$ cat src/design/fcfs_pkg.sv
// Shared types and constants for the FCFS / round robin / MLFQ task scheduler.
`timescale 1ns / 1ps

package fcfs_pkg;

    localparam int FIELD_W = 8;

    // scheduling modes; the unused code behaves like FCFS
    localparam logic [1:0] MODE_FCFS = 2'd0;
    localparam logic [1:0] MODE_RR   = 2'd1;
    localparam logic [1:0] MODE_MLFQ = 2'd2;

    localparam logic CMD_ADD  = 1'b0;
    localparam logic CMD_UNIT = 1'b1;

    localparam logic CFG_SCHED_MODE = 1'b0;
    localparam logic CFG_RR_QUANTUM = 1'b1;

    localparam logic [1:0]         SCHED_MODE_RST = MODE_FCFS;
    localparam logic [FIELD_W-1:0] RR_QUANTUM_RST = 8'd2;
    localparam logic [FIELD_W-1:0] UNITS_MAX      = 8'hFF;

    typedef struct packed {
        logic               cmd;
        logic [FIELD_W-1:0] task_id;
        logic               unit_done;
    } t_item;

    typedef struct packed {
        logic               dispatch_valid;
        logic [FIELD_W-1:0] dispatch_task;
        logic               finish_valid;
        logic [FIELD_W-1:0] finish_task;
        logic               queue_full;
    } t_result;

    typedef struct packed {
        logic nz;
        logic full;
    } t_q_stat;

endpackage

$ cat src/design/fcfs_level_queue.sv
// One priority level: circular task queue with head pointer and fill count.
`timescale 1ns / 1ps

module fcfs_level_queue #(
    parameter int DEPTH = 16,
    parameter int ID_W  = 8
) (
    input  logic                i_clk,
    input  logic                i_rst_n,
    input  logic                i_push,
    input  logic [ID_W-1:0]     i_push_data,
    input  logic                i_pop,
    output logic [ID_W-1:0]     o_head_data,
    output fcfs_pkg::t_q_stat   o_stat
);
    import fcfs_pkg::*;

    localparam int PTR_W = (DEPTH > 1) ? $clog2(DEPTH) : 1;
    localparam int CNT_W = $clog2(DEPTH + 1);

    logic [ID_W-1:0]  r_mem [DEPTH];
    logic [ID_W-1:0]  r_head_data;
    logic [PTR_W-1:0] r_head, n_head;
    logic [CNT_W-1:0] r_count, n_count;
    logic [PTR_W:0]   w_sum;
    logic [PTR_W:0]   w_wrap;
    logic [PTR_W-1:0] w_tail;

    assign w_sum  = {1'b0, r_head} + (PTR_W + 1)'(r_count);
    assign w_wrap = (w_sum >= (PTR_W + 1)'(DEPTH)) ? w_sum - (PTR_W + 1)'(DEPTH) : w_sum;
    assign w_tail = w_wrap[PTR_W-1:0];

    always_comb begin
        n_head = r_head;
        if (i_pop) begin
            n_head = (r_head == PTR_W'(DEPTH - 1)) ? '0 : r_head + PTR_W'(1);
        end
        case ({i_push, i_pop})
            2'b10:   n_count = r_count + CNT_W'(1);
            2'b01:   n_count = r_count - CNT_W'(1);
            default: n_count = r_count;
        endcase
    end

    always_ff @(posedge i_clk) begin
        if (!i_rst_n) begin
            r_head  <= '0;
            r_count <= '0;
        end else begin
            r_head  <= n_head;
            r_count <= n_count;
        end
    end

    // storage plus a registered copy of the word at the next head
    always_ff @(posedge i_clk) begin
        if (i_push) begin
            r_mem[w_tail] <= i_push_data;
        end
        if (i_push && w_tail == n_head) begin
            r_head_data <= i_push_data;
        end else begin
            r_head_data <= r_mem[n_head];
        end
    end

    assign o_head_data = r_head_data;
    assign o_stat.nz   = (r_count != '0);
    assign o_stat.full = (r_count == CNT_W'(DEPTH));

endmodule

$ cat src/design/fcfs_ctrl.sv
// Running-task state and the per-word push / preempt / dispatch decision.
`timescale 1ns / 1ps

module fcfs_ctrl #(
    parameter int LEVELS = 4,
    parameter int ID_W   = 8
) (
    input  logic                               i_clk,
    input  logic                               i_rst_n,
    input  logic                               i_item_valid,
    input  fcfs_pkg::t_item                    i_item,
    input  logic [1:0]                         i_sched_mode,
    input  logic [fcfs_pkg::FIELD_W-1:0]       i_rr_quantum,
    input  fcfs_pkg::t_q_stat [LEVELS-1:0]     i_q_stat,
    input  logic [LEVELS-1:0][ID_W-1:0]        i_head_data,
    output logic [LEVELS-1:0]                  o_push,
    output logic [ID_W-1:0]                    o_push_data,
    output logic [LEVELS-1:0]                  o_pop,
    output fcfs_pkg::t_result                  o_result
);
    import fcfs_pkg::*;

    localparam int LVL_W = (LEVELS > 1) ? $clog2(LEVELS) : 1;

    logic               r_run_valid, n_run_valid;
    logic [ID_W-1:0]    r_run_task, n_run_task;
    logic [LVL_W-1:0]   r_run_level, n_run_level;
    logic [FIELD_W-1:0] r_units, n_units;

    logic               w_push_req;
    logic               w_push_ok;
    logic [LVL_W-1:0]   w_push_lvl;
    logic               w_full;
    logic               w_run_after;
    logic               w_fin;
    logic [FIELD_W-1:0] w_units_inc;
    logic [FIELD_W-1:0] w_quantum;
    logic [LVL_W:0]     w_lvl_inc;
    logic [LVL_W-1:0]   w_mlfq_tgt;
    logic [LEVELS-1:0]  w_avail;
    logic               w_found;
    logic [LVL_W-1:0]   w_pick_lvl;
    logic [ID_W-1:0]    w_pick_data;

    assign w_units_inc = (r_units == UNITS_MAX) ? r_units : r_units + FIELD_W'(1);
    assign w_lvl_inc   = {1'b0, r_run_level} + (LVL_W + 1)'(1);
    assign w_mlfq_tgt  = (w_lvl_inc < (LVL_W + 1)'(LEVELS)) ? w_lvl_inc[LVL_W-1:0] : r_run_level;

    // preemption, finish and push request
    always_comb begin
        w_push_req  = 1'b0;
        w_push_lvl  = '0;
        o_push_data = i_item.task_id[ID_W-1:0];
        w_run_after = r_run_valid;
        w_fin       = 1'b0;
        w_quantum   = '0;
        if (i_item_valid) begin
            if (i_item.cmd == CMD_ADD) begin
                w_push_req = 1'b1;
            end else if (r_run_valid) begin
                if (i_item.unit_done) begin
                    w_fin       = 1'b1;
                    w_run_after = 1'b0;
                end else begin
                    case (i_sched_mode)
                        MODE_RR: begin
                            w_quantum = (i_rr_quantum == '0) ? FIELD_W'(1) : i_rr_quantum;
                        end
                        MODE_MLFQ: begin
                            w_quantum  = FIELD_W'(1) << r_run_level;
                            w_push_lvl = w_mlfq_tgt;
                        end
                        default: begin
                            w_quantum = '0;
                        end
                    endcase
                    if (w_quantum != '0 && w_units_inc >= w_quantum) begin
                        w_push_req  = 1'b1;
                        o_push_data = r_run_task;
                        w_run_after = 1'b0;
                    end
                end
            end
        end
    end

    assign w_full    = w_push_req && i_q_stat[w_push_lvl].full;
    assign w_push_ok = w_push_req && !w_full;

    // highest-priority (lowest-index) non-empty level, counting this word's push; empty level bypasses
    always_comb begin
        w_found     = 1'b0;
        w_pick_lvl  = '0;
        w_pick_data = o_push_data;
        o_pop       = '0;
        o_push      = '0;
        for (int l = 0; l < LEVELS; l++) begin
            w_avail[l] = i_q_stat[l].nz || (w_push_ok && w_push_lvl == LVL_W'(l));
            o_push[l]  = w_push_ok && (w_push_lvl == LVL_W'(l));
        end
        if (i_item_valid && !w_run_after) begin
            for (int l = 0; l < LEVELS; l++) begin
                if (!w_found && w_avail[l]) begin
                    w_found     = 1'b1;
                    w_pick_lvl  = LVL_W'(l);
                    w_pick_data = i_q_stat[l].nz ? i_head_data[l] : o_push_data;
                    o_pop[l]    = 1'b1;
                end
            end
        end
    end

    always_comb begin
        n_run_valid = w_run_after;
        n_run_task  = r_run_task;
        n_run_level = r_run_level;
        n_units     = r_units;
        if (i_item.cmd == CMD_UNIT && r_run_valid) begin
            n_units = w_units_inc;
        end
        if (w_found) begin
            n_run_valid = 1'b1;
            n_run_task  = w_pick_data;
            n_run_level = w_pick_lvl;
            n_units     = '0;
        end
    end

    always_ff @(posedge i_clk) begin
        if (!i_rst_n) begin
            r_run_valid <= 1'b0;
            r_run_task  <= '0;
            r_run_level <= '0;
            r_units     <= '0;
        end else if (i_item_valid) begin
            r_run_valid <= n_run_valid;
            r_run_task  <= n_run_task;
            r_run_level <= n_run_level;
            r_units     <= n_units;
        end
    end

    assign o_result.dispatch_valid = w_found;
    assign o_result.dispatch_task  = n_run_valid ? FIELD_W'(n_run_task) : '0;
    assign o_result.finish_valid   = w_fin;
    assign o_result.finish_task    = w_fin ? FIELD_W'(r_run_task) : '0;
    assign o_result.queue_full     = w_full;

endmodule

$ cat src/design/fcfs_rr_mlfq_task_scheduler_unit.sv
// Top level of the FCFS / round robin / MLFQ task scheduler.
`timescale 1ns / 1ps

// One word per cycle in, one result per word out. A word taken on start (busy
// low) is registered, then decided in a single pass over the level queues and
// the running-task state; its result is registered and put on the o_ ports
// with o_strobe, and is held for one cycle only, since the receiver cannot
// stall. Busy is high during reset and in the cycle after it. Queue storage
// needs no clearing pass. Write configuration only while no word is in flight.
module fcfs_rr_mlfq_task_scheduler_unit #(
    parameter int LEVELS       = 4,
    parameter int QUEUE_DEPTH  = 16,
    parameter int TASK_ID_BITS = 8
) (
    input  logic                         i_clk,
    input  logic                         i_rst_n,
    input  logic                         start,
    output logic                         busy,
    input  logic                         i_cmd,
    input  logic [fcfs_pkg::FIELD_W-1:0] i_task_id,
    input  logic                         i_unit_done,
    input  logic                         i_cfg_valid,
    output logic                         o_cfg_ready,
    input  logic                         i_cfg_index,
    input  logic [fcfs_pkg::FIELD_W-1:0] i_cfg_data,
    output logic                         o_strobe,
    output logic                         o_dispatch_valid,
    output logic [fcfs_pkg::FIELD_W-1:0] o_dispatch_task,
    output logic                         o_finish_valid,
    output logic [fcfs_pkg::FIELD_W-1:0] o_finish_task,
    output logic                         o_queue_full
);
    import fcfs_pkg::*;

    localparam int ID_W = (TASK_ID_BITS < FIELD_W) ? TASK_ID_BITS : FIELD_W;

    logic               r_busy;
    logic               r_in_valid;
    t_item              r_item;
    logic [1:0]         r_sched_mode;
    logic [FIELD_W-1:0] r_rr_quantum;
    logic               r_strobe;
    t_result            r_result;

    t_q_stat [LEVELS-1:0]       w_q_stat;
    logic [LEVELS-1:0][ID_W-1:0] w_head_data;
    logic [LEVELS-1:0]          w_push;
    logic [LEVELS-1:0]          w_pop;
    logic [ID_W-1:0]            w_push_data;
    t_result                    w_result;

    assign busy        = r_busy;
    assign o_cfg_ready = !r_busy;

    always_ff @(posedge i_clk) begin
        if (!i_rst_n) begin
            r_busy       <= 1'b1;
            r_in_valid   <= 1'b0;
            r_strobe     <= 1'b0;
            r_sched_mode <= SCHED_MODE_RST;
            r_rr_quantum <= RR_QUANTUM_RST;
        end else begin
            r_busy     <= 1'b0;
            r_in_valid <= start && !r_busy;
            r_strobe   <= r_in_valid;
            if (i_cfg_valid && o_cfg_ready) begin
                case (i_cfg_index)
                    CFG_SCHED_MODE: r_sched_mode <= i_cfg_data[1:0];
                    CFG_RR_QUANTUM: r_rr_quantum <= i_cfg_data;
                    default:        r_sched_mode <= r_sched_mode;
                endcase
            end
        end
    end

    // payload words
    always_ff @(posedge i_clk) begin
        if (start && !r_busy) begin
            r_item.cmd       <= i_cmd;
            r_item.task_id   <= i_task_id;
            r_item.unit_done <= i_unit_done;
        end
        r_result <= w_result;
    end

    for (genvar g = 0; g < LEVELS; g++) begin : g_level
        fcfs_level_queue #(
            .DEPTH (QUEUE_DEPTH),
            .ID_W  (ID_W)
        ) u_queue (
            .i_clk       (i_clk),
            .i_rst_n     (i_rst_n),
            .i_push      (w_push[g]),
            .i_push_data (w_push_data),
            .i_pop       (w_pop[g]),
            .o_head_data (w_head_data[g]),
            .o_stat      (w_q_stat[g])
        );
    end

    fcfs_ctrl #(
        .LEVELS (LEVELS),
        .ID_W   (ID_W)
    ) u_ctrl (
        .i_clk        (i_clk),
        .i_rst_n      (i_rst_n),
        .i_item_valid (r_in_valid),
        .i_item       (r_item),
        .i_sched_mode (r_sched_mode),
        .i_rr_quantum (r_rr_quantum),
        .i_q_stat     (w_q_stat),
        .i_head_data  (w_head_data),
        .o_push       (w_push),
        .o_push_data  (w_push_data),
        .o_pop        (w_pop),
        .o_result     (w_result)
    );

    assign o_strobe         = r_strobe;
    assign o_dispatch_valid = r_result.dispatch_valid;
    assign o_dispatch_task  = r_result.dispatch_task;
    assign o_finish_valid   = r_result.finish_valid;
    assign o_finish_task    = r_result.finish_task;
    assign o_queue_full     = r_result.queue_full;

endmodule
$ cat config.mk
export PLATFORM = sky130hd
export DESIGN_NAME = fcfs_rr_mlfq_task_scheduler_unit
export DESIGN_NICKNAME = d
export VERILOG_FILES = /design/src/design/fcfs_pkg.sv /design/src/design/fcfs_level_queue.sv /design/src/design/fcfs_ctrl.sv /design/src/design/fcfs_rr_mlfq_task_scheduler_unit.sv
export SDC_FILE = /design/constraint.sdc
export NUM_CORES = 1
export LEC_CHECK = 0
export ABC_AREA = 1
export BUFFER_PORTS_ARGS = -buffer_cell sky130_fd_sc_hd__buf_4
export CAP_MARGIN = 30
export CORE_MARGIN = 2
export CORE_UTILIZATION = 55
export DETAILED_ROUTE_END_ITERATION = 8
export PLACE_DENSITY_LB_ADDON = 0.12
export SLEW_MARGIN = 15
export SYNTH_ARGS = -nofsm -noshare
export SYNTH_HDL_FRONTEND = slang
export SYNTH_SLANG_ARGS = --single-unit
$ cat constraint.sdc
create_clock -name i_clk -period 4.3 [get_ports i_clk]
set_input_delay 0.43 -clock i_clk [delete_from_list [all_inputs] [get_ports i_clk]]
set_output_delay 0.43 -clock i_clk [all_outputs]
set_load 0.1 [all_outputs]
==> results.toml, run 1 <==
[status]
outcome = "finished, final reports clean"

[timing]
period_share_pct = 97.8
layout_min_cycle_time_ps = 4200
setup_viol = 0
hold_violations = 0
slew_viol_final = 0
grt_setup_unrepaired = "yes"
final.setup_skew_ps = 21.8
clock.fmax_ghz = 0.238
relSlewSlack_pct = 44.5
setup_ws_ps = 95.4
tightest_slew_ps = 832

[setup_path]
slowest_stage = "dfxtp_2"
critPathLaunchType = "flip-flop"
worstPathMaxFanout = 3
arrival_ps = 4720
crit_required_ps = 4820
worstSetupEndpointType = "flip-flop"
crit_type = "flip-flop to flip-flop"
slowest_delay_ps = 350
crit_path_frequent_cell = "a21oi_2"

[route]
drt-initial-drc-count = 1831
drtAntennaViolNets = 0
firstDrtPassIters = 5
drt-vias-per-instance = 5.78
vias = 18500
drc_errors = 0
routed_wl_um = 65300
avgRoutedWirePerCell_um = 20.4

[layout]
regArea_um2 = 17700
fillers = 3620
area_delta_synth_final_pct = 16.1
diodes = 0
multi_input_area_um2 = 8060
nets = 2612
fin_area_um2 = 30900
drive_gt1_share_pct = 16.2

[floorplan]
dieArea_um2 = 50200
io_pins = 45
dieHeight_um = 224
rows = 80
start_util_pct = 55.8
core_area_um2 = 47700
die_w_um = 224

[grt]
grt_pass1_wl_um = 101000
grt_max_degree = 65
track_usage_pct = 26.1
grt_pass1_vias = 17900
grt-ovfl-total = 0
antenna_found_initial = 0

[clocking]
cts_tree = "yes"
clock-sinks = 625
cts.clk_slew.worst_paths_ps = 60
ctsRootBufferMaster = "clkbuf_16"
clk_latency_ps = 630
numCtsBuffers = 61
h-tree-depth = 2
cts_buffer_depth = 3

[synth]
synth_top_cell_by_area = "edfxtp_1"
yosysTopAreaCellShare_pct = 58.9
synthFlopType = "edfxtp_1"
synth.ff_latch_count = 625
seq_area_frac_synth_pct = 66.6
synth_area_per_cell_um2 = 11.2
syn_area_um2 = 26600
ys_top_cells_by_area = "edfxtp_1 (59%), dfxtp_1 (7.7%), o21ai_0 (5.8%)"
synthesis.nets = 2455
synth_warnings = 0
synth_edf_count = 522
syn_inst = 2382
synthArstFlopShare_pct = 0
synthDistinctLibCells = 47

[placement]
io_buffers = 44
placed_area_um2 = 28300
pre_cts_ws_ps = -128
hpwl_um = 41000
place_congestion = 0.895

[hold_path]
holdCritPathClass = "input pin to flip-flop"

[flow_run]
maxCapViolations = 0

[power_and_ir_drop]
total_power_w = 0.0124
p_per_area_nw_per_um2 = 400
peakVddDrop_mv = 0.366
p_leak_nw = 11.4
state kept, by name, summed over array words and instances (netlist names), 8 cells and up, named ones only:
register,cells
g_level.u_queue.r_count,20
g_level.u_queue.r_head,16
g_level.u_queue.r_mem,512
o_dispatch_task,8
o_finish_task,8
r_item,10
r_rr_quantum,8
u_ctrl.r_run_task,8
u_ctrl.r_units,8
synthesized netlist by cell type, types with 4 or more instances:
library cell  instances
inv_1               163
a21oi_1              78
edfxtp_1            522
dfxtp_1             103
nand2_2              13
o221ai_1             85
or2_2                 5
a211oi_1              9
xor2_1               11
o22ai_1              41
o21ai_0             311
nor2_4                4
nor3_1                7
xnor2_1              18
nand4_2               4
inv_2                20
buf_1                 5
nand2_4               4
ha_1                 43
nand2_1             248
nor2_2                4
clkbuf_1             99
nand4_1               6
nor2_1              410
fa_1                  7
nand3_1             113
nand3b_1              4
metal layers:
layer	vias up	wire (µm)	part of all wire, %	track usage (%)
met2	603	31000	48	42.3
met3	124	3830	5.9	3.66
met5	-	0	0	0
met1	9049	28300	43	36.4
li1	8770	-	-	-
met4	0	2100	3.2	8.92
per-stage QoR:
step | setup TNS (ps) | utilization, % | instances | hold slack, ps
final | 0 | 64.7 | 3207 | 53.4
after global routing | -364 | 64.7 | 3207 | 41.5
after CTS | 0 | 63.8 | 3187 | 24.0
after detailed placement | -430 | 59.2 | 3056 | 448
after global placement | -4.35 | 59.1 | 3055 | 447
after floorplan | 0 | - | 2382 | 424
worst max-delay path, delay by kind of cell, from the launching register on:
family	cells	cell delay, ps
DFF	1	350
and+or+nand+nor	14	1200
xor gates and xnor gates	2	320
buffers and inverters	5	530
AOI/OAI and AO/OA	8	930
adders and majority gates	4	770
layout by cell type (no fill, tap or decap), types with 8 or more instances in the layout:
cell / instances
ha_4: 9
o21ai_1: 10
buf_4: 187
nand3_1: 110
nand2_2: 16
xnor2_1: 18
nor2_1: 405
o221ai_1: 85
clkinv_1: 8
dfxtp_1: 97
xor2_1: 9
o22ai_1: 41
clkbuf_16: 64
clkinv_2: 8
clkbuf_1: 21
a21oi_1: 75
nand2_1: 243
ha_1: 32
o21ai_0: 303
edfxtp_1: 522
dlygate4sd3_1: 11
inv_1: 144
inv_2: 32
cell families (layout without fill, tap and decap cells):
logic type | count (synthesis) | after routing | synth area share [%]
and+or+nand+nor | 836 | 836 | 13.6
DFF | 625 | 625 | 66.6
xor gates and xnor gates | 31 | 31 | 1.08
AOI/OAI and AO/OA | 544 | 544 | 11.9
buffers and inverters | 296 | 506 | 4.28
adders and majority gates | 50 | 50 | 2.55
report_power, final:
| group | total [W] | internal (W) | switching (W) |
|---|---|---|---|
| clock | 0.00530 | 0.00304 | 0.00226 |
| combinational | 0.000496 | 0.000153 | 0.000343 |
| sequential | 0.00657 | 0.00655 | 0.0000150 |
| total | 0.0124 | 0.00975 | 0.00262 |
final cells by class:
type | instances | area share [%]
multi-input combinational | 1461 | 26.1
inverter | 186 | 2.32
timing repair buffer | 204 | 5.20
sequential | 625 | 57.4
tap | 615 | 2.49
clock inverter | 24 | 0.753
clock buffer | 92 | 5.75
timing repair:
action,4_1_cts,5_1_grt
pin swaps,5,28
endpoints found under the hold margin,11,0
hold buffers,11,0
endpoints found under the setup margin,6,22
buffers inserted,4,19
resized for setup,13,73
worst paths after layout:
check,slack (ps),from,endpoint,depth (start not counted)
setup / recovery,100,u_ctrl.r_units[0],g_level[3].u_queue.r_count[4],33
hold / removal,50,i_cfg_data[7],r_rr_quantum[7],3
setup reg to reg,100,u_ctrl.r_units[0],g_level[3].u_queue.r_count[4],33
hold reg to reg,460,r_rr_quantum[0],r_rr_quantum[0],2
Note: power is estimated with default switching activity, not from simulation.
==> inputs of run 2 (changes only) <==
ABC_AREA = unset   (was 1)
==> results.toml, run 2 <==
[floorplan]
core_area_um2 = 46500
die_w_um = 221
dieArea_um2 = 48700
start_util_pct = 55.6
rows = 79
io_pins = 45
dieHeight_um = 221

[synth]
synthDistinctLibCells = 74
synthArstFlopShare_pct = 0
seq_area_frac_synth_pct = 68.7
synth_xor_xnor_area_share_pct = 1.56
synthesis.nets = 1559
synth_edf_count = 522
synth_area_per_cell_um2 = 17.4
synthTopCellsByCount = "edfxtp_1 (522), mux4_2 (159), nor2_1 (129)"
synthFlopType = "edfxtp_1"
synthSimpleGateAreaFrac_pct = 6.09
synth.most_common_cell = "edfxtp_1"
muxShareOfSynthArea_pct = 15.2
synth_top_family_by_area = "multiplexers"
synth-compound-area-share_pct = 4.32
synth_top_cell_by_area = "edfxtp_1"
yosysTopAreaCellShare_pct = 60.7
syn_inst = 1486
synth.ff_latch_count = 625
synth_warnings = 0
synth_fa_ha_area_share_pct = 2.63
syn_area_um2 = 25800
ys_top_cells_by_area = "edfxtp_1 (61%), mux4_2 (14%), dfxtp_1 (8.0%)"

[placement]
pre_cts_ws_ps = -143
hpwl_um = 39100
io_buffers = 44
place_inst = 2235
placed_area_um2 = 28100
place_congestion = 0.929

[timing]
hold_violations = 0
clock.fmax_ghz = 0.228
setup_ws_ps = -87.1
slew_viol_final = 0
whs_ps = 55.2
tightest_slew_ps = 840
relSlewSlack_pct = 43.7
grt_setup_unrepaired = "yes"
period_share_pct = 102
final.setup_skew_ps = 20.0
setup_viol = 4
layout_min_cycle_time_ps = 4390

[layout]
diodes = 0
final_cell_mix = "edfxtp_1 (522), buf_4 (206), mux4_2 (159)"
top_regs = "g_level.u_queue.r_mem x512, g_level.u_queue.r_count x20, g_level.u_queue.r_head x16"
drive_gt1_share_pct = 32.0
fin_area_um2 = 30500
area_delta_synth_final_pct = 18.1
regMostFlops = "g_level.u_queue.r_mem"
nets = 1788
finalNonFillerCells = 2371
final_common_cell = "edfxtp_1"
fillers = 3267
largest_register_ff_count = 512

[route]
drt-initial-drc-count = 1119
drtAntennaViolNets = 0
routed_wl_um = 57900
avgRoutedWirePerCell_um = 24.4
drc_errors = 0
vias = 14200
firstDrtPassIters = 5
drt-vias-per-instance = 5.99

[hold_path]
holdCritPathClass = "input pin to flip-flop"
holdPathStages = 3

[clocking]
numCtsBuffers = 61
clk_latency_ps = 620
clock-sinks = 625
cts_tree = "yes"
cts_buffer_depth = 3
ctsRootBufferMaster = "clkbuf_16"
cts.clk_slew.worst_paths_ps = 60
h-tree-depth = 2

[setup_path]
ff2ff_path_depth = 19
crit_required_ps = 4840
crit_type = "flip-flop to flip-flop"
arrival_ps = 4930
worstPathMaxFanout = 3
worstSetupEndpointType = "flip-flop"
critPathLaunchType = "flip-flop"

[grt]
grt_pass1_vias = 14200
met1_usage_pct = 34.9
grt_pass1_wl_um = 86300
busiest_layer = "met2"
grt-ovfl-total = 0
grt_max_degree = 49
grt_util_met3_pct = 3.20
track_usage_pct = 24.3
grt_util_met2_pct = 38.5
antenna_found_initial = 1

[status]
violations = "setup timing"
outcome = "complete, but fails checks"

[power_and_ir_drop]
peakVddDrop_mv = 0.372
p_per_area_nw_per_um2 = 398
p_leak_nw = 10.3

[flow_run]
maxCapViolations = 0
-- run 2: changes by cell type after synthesis, sizes merged, moves of 70 or more --
cell / previous run / this run
clkbuf: 99 / 29
inv: 183 / 32
mux4: 0 / 159
nand2: 266 / 54
nand3: 114 / 17
nor2: 421 / 130
o21ai: 316 / 22
o221ai: 85 / 0
-- run 2: layout make-up --
type	count	area [µm²]	area share (%)
Tap cell	607	759	2.49
Clock buffer	79	1650	5.42
Inverter	33	129	0.423
Sequential cell	625	17700	58.2
Clock inverter	33	363	1.19
Multi-Input combinational cell	769	8050	26.4
Timing Repair Buffer	225	1790	5.87
-- run 2: worst paths after layout --
kind	from	endpoint	slack, ps
hold reg to reg	u_ctrl.r_run_task[2]	o_finish_task[2]	530
setup / recovery	r_rr_quantum[3]	g_level[1].u_queue.r_count[4]	-90
setup reg to reg	r_rr_quantum[3]	g_level[1].u_queue.r_count[4]	-90
hold / removal	i_cfg_data[1]	r_rr_quantum[1]	60
-- run 2: cells by family after synthesis --
family                     Yosys count
muxes                              191
AOI/OAI and AO/OA                  158
buffers and inverters               92
xor gates and xnor gates            46
DFF                                625
and+or+nand+nor                    324
adders and majority gates           50
-- run 2: critical path: stages (launching register included) --
cell and delay (ps):
dfxtp_2 320, or4_4 540, nor4_4 140, o21ai_1 80, a21oi_1 140, ha_1 240
nand2b_4 140, a2111o_1 400, buf_4 160, a211o_1 360, nand4_1 180, a21oi_2 80
and2_4 160, ha_4 160, ha_1 310, a21o_1 190, a21oi_1 180, xnor2_1 100
or3_1 300, a21oi_1 140
-- run 2: per-layer routing --
layer	wire length (µm)	part of all wire [%]
met3	3150	5.4
met2	27900	48
met1	24900	43
met5	0	0
met4	1920	3.3
-- run 2: stage by stage --
stage / utilization (%) / setup TNS [ps] / power, W
2_1_floorplan: - / -2310 / 0.00682
3_3_place_gp: 60.4 / -124 / 0.00694
3_5_place_dp: 60.4 / -729 / 0.00694
4_1_cts: 65.2 / -56.7 / 0.0122
5_1_grt: 65.7 / -1950 / 0.0125
6_report: 65.7 / -243 / 0.0121
-- run 2: timing repair --
| action | in CTS | in global routing |
|---|---|---|
| endpoints found under the setup margin | 8 | 89 |
| hold buffers | 10 | 0 |
| gates cloned | 0 | 0 |
| resized for setup | 15 | 38 |
| pin swaps | 4 | 21 |
| buffers inserted | 4 | 9 |
| hold endpoints to repair | 10 | 0 |
-- run 2: power by group --
| part | internal (W) | switching, W |
|---|---|---|
| Combinational | 0.0000979 | 0.000174 |
| Sequential | 0.00654 | 0.0000147 |
| Clock | 0.00313 | 0.00219 |
| Total | 0.00977 | 0.00238 |
